<file path="src/hdl/assert_macros.svh">
// Assertion macros shared by the camera ray generator.
`ifndef ASSERT_MACROS_SVH
`define ASSERT_MACROS_SVH
`ifndef NO_ASSERTIONS
`define ASSERT_IMPLIES(lbl, ante, cons, msg) \
	lbl: assert property (@(posedge clk) disable iff (!arst_n) (ante) |-> (cons)) \
		else $error(msg);
`define ASSERT_NEXT(lbl, ante, cons, msg) \
	lbl: assert property (@(posedge clk) disable iff (!arst_n) (ante) |=> (cons)) \
		else $error(msg);
`else
`define ASSERT_IMPLIES(lbl, ante, cons, msg)
`define ASSERT_NEXT(lbl, ante, cons, msg)
`endif
`endif

</file>
<file path="src/hdl/crg_pkg.sv">
// Types, constants and helpers of the camera ray generator.
package crg_pkg;

	localparam int PIXEL_INDEX_BITS_DEF     = 12;
	localparam int RESULT_FRACTION_BITS_DEF = 16;

	localparam int VEC_W     = 63;
	localparam int COMP_W    = 21;
	localparam int PS_W      = 24;
	localparam int RES_W     = 13;
	localparam int AP_W      = 16;
	localparam int JIT_W     = 16;
	localparam int LENS_W    = 16;
	localparam int OUT_W     = 32;
	localparam int CFG_IDX_W = 3;
	localparam int LENS_PROD_W = LENS_W + AP_W + 1;
	localparam int SHIFT_W   = LENS_PROD_W - 3;
	localparam int LO_W      = 20;

	typedef enum logic [CFG_IDX_W-1:0] {
		REG_CAMERA_POSITION = 3'd0,
		REG_LOOK_VECTOR     = 3'd1,
		REG_UP_VECTOR       = 3'd2,
		REG_RIGHT_VECTOR    = 3'd3,
		REG_PIXEL_SIZE      = 3'd4,
		REG_X_RESOLUTION    = 3'd5,
		REG_Y_RESOLUTION    = 3'd6,
		REG_APERTURE_RADIUS = 3'd7
	} crg_reg_t;

	typedef struct packed {
		logic [VEC_W-1:0] position;
		logic [VEC_W-1:0] look;
		logic [VEC_W-1:0] up;
		logic [VEC_W-1:0] right;
		logic [PS_W-1:0]  pixel_size;
		logic [RES_W-1:0] x_res;
		logic [RES_W-1:0] y_res;
		logic [AP_W-1:0]  aperture;
	} crg_cfg_t;

	function automatic logic signed [COMP_W-1:0] vec_comp(input logic [VEC_W-1:0] v,
		input int unsigned k);
		return v[VEC_W-1-COMP_W*k -: COMP_W];
	endfunction

endpackage

</file>
<file path="src/hdl/crg_regs.sv">
// Configuration register file of the camera ray generator.
module crg_regs (
	input  logic                           clk,
	input  logic                           arst_n,
	input  logic                           cfg_write,
	input  logic [crg_pkg::CFG_IDX_W-1:0]  cfg_index,
	input  logic [crg_pkg::VEC_W-1:0]      cfg_data,
	output crg_pkg::crg_cfg_t              cfg
);

	crg_pkg::crg_cfg_t cfg_q;

	always_ff @(posedge clk or negedge arst_n) begin
		if (!arst_n) begin
			cfg_q.position   <= crg_pkg::VEC_W'(64'd10240);
			cfg_q.look       <= crg_pkg::VEC_W'(64'd2096128);
			cfg_q.up         <= crg_pkg::VEC_W'(64'd2147483648);
			cfg_q.right      <= crg_pkg::VEC_W'(64'd4503599627370496);
			cfg_q.pixel_size <= crg_pkg::PS_W'(58254);
			cfg_q.x_res      <= crg_pkg::RES_W'(512);
			cfg_q.y_res      <= crg_pkg::RES_W'(288);
			cfg_q.aperture   <= '0;
		end else if (cfg_write) begin
			unique case (crg_pkg::crg_reg_t'(cfg_index))
				crg_pkg::REG_CAMERA_POSITION: cfg_q.position <= cfg_data;
				crg_pkg::REG_LOOK_VECTOR:     cfg_q.look     <= cfg_data;
				crg_pkg::REG_UP_VECTOR:       cfg_q.up       <= cfg_data;
				crg_pkg::REG_RIGHT_VECTOR:    cfg_q.right    <= cfg_data;
				crg_pkg::REG_PIXEL_SIZE:      cfg_q.pixel_size <= cfg_data[crg_pkg::PS_W-1:0];
				crg_pkg::REG_X_RESOLUTION:    cfg_q.x_res    <= cfg_data[crg_pkg::RES_W-1:0];
				crg_pkg::REG_Y_RESOLUTION:    cfg_q.y_res    <= cfg_data[crg_pkg::RES_W-1:0];
				crg_pkg::REG_APERTURE_RADIUS: cfg_q.aperture <= cfg_data[crg_pkg::AP_W-1:0];
				default: cfg_q <= cfg_q;
			endcase
		end
	end

	assign cfg = cfg_q;

endmodule

</file>
<file path="config.mk">
export PLATFORM = sky130hd
export DESIGN_NAME = crg_regs
export DESIGN_NICKNAME = d
export VERILOG_FILES = /design/src/hdl/assert_macros.svh /design/src/hdl/crg_pkg.sv /design/src/hdl/crg_regs.sv
export SDC_FILE = /design/constraint.sdc
export NUM_CORES = 1
export LEC_CHECK = 0
export ABC_AREA = 1
export BUFFER_PORTS_ARGS = -buffer_cell sky130_fd_sc_hd__buf_2
export CAP_MARGIN = 20
export CORE_AREA = 5 5 234 236
export CTS_BUF_LIST = sky130_fd_sc_hd__clkbuf_8 sky130_fd_sc_hd__clkbuf_16
export DETAILED_ROUTE_END_ITERATION = 6
export DIE_AREA = 0 0 239 241
export GPL_TIMING_DRIVEN = 0
export PLACE_DENSITY = 0.44
export RECOVER_POWER = 50
export SLEW_MARGIN = 0
export SYNTH_ARGS = -nofsm -noshare
export SYNTH_HDL_FRONTEND = slang
export SYNTH_SLANG_ARGS = --single-unit
</file>
<file path="constraint.sdc">
create_clock -name clk -period 1.2 [get_ports clk]
set_clock_uncertainty 0.15 [all_clocks]
set_input_delay 0 -clock clk [delete_from_list [all_inputs] [get_ports clk]]
set_output_delay 0 -clock clk [all_outputs]
set_load 0.01 [all_outputs]
</file>
**Word level (Yosys, flattened, before mapping)**

Index checks and enable logic that the tools add are counted.

- Register bits after elaboration: 318
- Bits in latches: 0
- Memory bits (writable): 0
- Bits in read-only memories: 0
- Input port bits: 69
- Output and inout bits: 318
- Memories: 0

- $add $sub $neg: 0
- Multiply operators: 0
- Divide/modulo/power cells: 0
- Order comparisons: 0
- Equality and inequality tests: 7
- Shifts and indexed selects: 0
- Muxes and demuxes: 0
- Bitwise gates (word level): 0
- Reductions and logical operators: 9

Operator list:

| operator | number |
|---|---|
| $reduce_and 2->1 | 8 |
| $eq 3x3->1 const B | 4 |
| $eq 3x2->1 const B | 2 |
| $eq 3x1->1 const B | 1 |
| $logic_not 3->1 | 1 |

**Longest topological paths before layout**

- Depth after elaboration: 2
- Gate-level depth with buffers: 7

**Least setup slack after synthesis**

No wires, ideal clock.

- Kind: in2reg
- Start point: input port cfg_write
- End point: register cfg_q, in the netlist cfg[295]
- Library setup time: 0.117 ns
- Arrival time: 0.752 ns
- Required time: 0.933 ns
- Path slack: 0.181 ns
- Stages: 7
- Path buffers: 2
- Path through: inv_1 -> nor2_2 -> buf_2 -> nand2_1 -> buf_2 -> nand2_1 -> nand2_1

- Cells in the longest elaborated chain, start to end: 1

RTL lines:

| element | line | RTL |
|---|---|---|
| from (decl) | crg_regs.sv:5 | `input logic cfg_write,` |
| $reduce_and 2->1 (no line) | n/a |  |
| to (signal assigned) | crg_regs.sv:33 | `default: cfg_q <= cfg_q;` |
| to (decl) | crg_regs.sv:11 | `crg_pkg::crg_cfg_t cfg_q;` |

Every way passes these cells.
A chain may end at the register's enable or synchronous reset.

**Final worst setup path**

- Start point: register cfg_q, in the netlist cfg[211]
- End point: output port cfg[211] in the netlist's numbering

RTL lines:

| element | line | RTL |
|---|---|---|
| to (decl) | crg_regs.sv:8 | `output crg_pkg::crg_cfg_t cfg` |

No word-level cell between the ends.

==> results.json <==
{
  "crit_required_ns": 1.05,
  "synth_simple_gate_area_frac": 0.3177,
  "yosys.area_share.adder": 0,
  "maxSlewViolCount": 0,
  "route.detailed.drc": 0,
  "drv_cap": 0,
  "hold_path.class": "primary input to async pin",
  "die_x_microns": 239,
  "core_sq_um": 52240,
  "cts_hold_buf": 69,
  "syn-cell-area_sq_um": 12400,
  "start_kind": "register",
  "grt_pass1_vias": 12010,
  "crit_chain": "buf_6",
  "crit_path_max_fanout": 2,
  "dieArea_sq_um": 57600,
  "h-tree-depth": 2,
  "whs_ns": -0.4835,
  "num_vias": 11890,
  "critPathKind": "register to primary output",
  "grt_max_degree": 115,
  "drt_iter0_markers": 701,
  "worst_pin_slew_ns": 1.175,
  "start_util": 0.2374,
  "timing.fmax_mhz": 742.7,
  "fin_util": 0.3759,
  "setup_slack_ns": -0.1465,
  "drive_above_1_share": 0.3483,
  "cts-root-buf": "clkbuf_16",
  "seqCellArea_sq_um": 7991,
  "p_leak_nw": 10.92,
  "hold_violations": 113,
  "synth_top_family_by_area": "simple AND/OR/NAND/NOR gates",
  "die_y_microns": 241,
  "ys_seq_area_frac": 0.6446,
  "max-vdd-ir-drop_uv": 955.0,
  "critPathBufInv": 1,
  "wire_per_inst_microns": 18.52,
  "mostFrequentLayoutCells": "nand2_1 (750), dfrtp_1 (291), buf_2 (268)",
  "final.setup.tns_ns": -7.181,
  "nFillCells": 5384,
  "wirelength_microns": 51610,
  "crit_path_end_kind": "primary output",
  "relSlewSlack": 0.2166,
  "post-route-period-util": 1.122,
  "largest_reg_flops": 318,
  "final_cells": 2786,
  "crit_slowest_cell": "dfstp_2",
  "fin_nets": 2136,
  "cts.clk_slew.worst_paths_ns": 0.06,
  "grt_pass1_wl_microns": 75930,
  "synth.area.mux_share": 0,
  "via_per_inst": 4.269,
  "cts_tree": "yes",
  "power_density_nw_per_um2": 1821,
  "synth_nets": 1465,
  "synth_compound_area_frac": 0,
  "drt-pass1-iter-count": 5,
  "synth_cell_types": 13,
  "row_count": 84,
  "hpwlAfterDp_microns": 35920,
  "place_area_sq_um": 15260,
  "crit_arrival_ns": 1.20,
  "portBuffers": 373,
  "yosys_warnings": 0,
  "outcome": "finished, violations left",
  "cts_buffers": 39,
  "cts_buffer_depth": 3,
  "synth-xor-area-share": 0,
  "violations": "negative hold slack, negative setup slack",
  "dp_cells": 2462,
  "final_common_cell": "nand2_1",
  "fin_area_sq_um": 19640,
  "synth_cells": 1396,
  "multi_input_area_sq_um": 3971,
  "cp_top_family": "flip-flops",
  "setup_viol_count_final": 273,
  "grt_antenna_before_repair": 4,
  "syn_to_final_growth_pct": 58.39,
  "io_pins": 387,
  "clock-sinks": 318,
  "synth.avg_cell_area_sq_um": 8.881,
  "track_usage": 0.1719,
  "critPathMaxStageDelay_ns": 0.55,
  "total_power_mw": 35.76,
  "ant_nets": 0,
  "synth_seq_cells": 318,
  "grt_overflow": 0,
  "gp_congestion": 0.7596,
  "rsz0062_at_grt": "true",
  "clock_latency_ns": 0.54,
  "post-route-min-period_ns": 1.346
}
-- where the power goes --
group	internal [mW]	switching, mW
combinational	4.93	4.48
clock	7.45	4.68
sequential	12.9	1.35
total	25.2	10.5
-- final cells by class --
class / count / area share
clock inverter: 22 / 0.01026
clock buffer: 48 / 0.05715
buffer: 96 / 0.02389
tap: 688 / 0.04384
multi-input combinational: 975 / 0.2022
antenna: 2 / 0.0002549
inverter: 6 / 0.001147
sequential: 318 / 0.4069
timing repair buffer: 631 / 0.2543
-- synthesized netlist by cell type, drive strengths merged --
cell,number,area (sq um)
nand2,754,2833
dfrtp,291,7282
nand3,213,1066
buf,57,279.0
clkbuf,40,166.4
dfstp,27,709.4
nor2,8,40.03
inv,6,22.52
-- final timing paths --
| kind | startpoint | to | slack, ns | cells past startpoint |
|---|---|---|---|---|
| max in group asynchronous | arst_n | cfg[160] | 0.13 | 2 |
| min in group clk | cfg_index[2] | cfg[307] | -0.13 | 5 |
| max | cfg[211] | cfg[211] | -0.15 | 1 |
| min reg2reg | cfg[298] | cfg[298] | 0.32 | 2 |
| max reg2reg | cfg[15] | cfg[15] | 0.18 | 4 |
| min | arst_n | cfg[178] | -0.48 | 1 |
-- cell families (layout without fill, tap and decap cells) --
kind of cell / count (synthesis) / after routing
AND/OR/NAND/NOR: 975 / 975
flip-flops: 318 / 318
buffers and inverters: 103 / 803
other: 0 / 2
-- per-layer routing --
metal | vias up | track usage | routed length, microns
met1 | 5763 | 0.2219 | 22130
met2 | 334 | 0.2824 | 24410
met3 | 74 | 0.05588 | 3955
li1 | 5718 | - | -
met4 | 4 | 0.04219 | 1085
met5 | - | 0 | 27
-- timing repair --
action	CTS	global route
endpoints found under the setup margin	539	442
setup buffers	104	81
hold endpoints to repair	623	256
gates resized for setup	215	42
-- per-stage QoR --
step	worst slack [ns]	hold WS [ns]
4_1_cts	-0.1978	-0.7189
6_report	-0.1465	-0.4835
3_5_place_dp	-1.068	-0.1199
2_1_floorplan	0.1808	-0.4456
3_3_place_gp	-6.548	0.1200
5_1_grt	-0.2085	-0.3842
No activity file was read; power rests on OpenSTA's default activity.
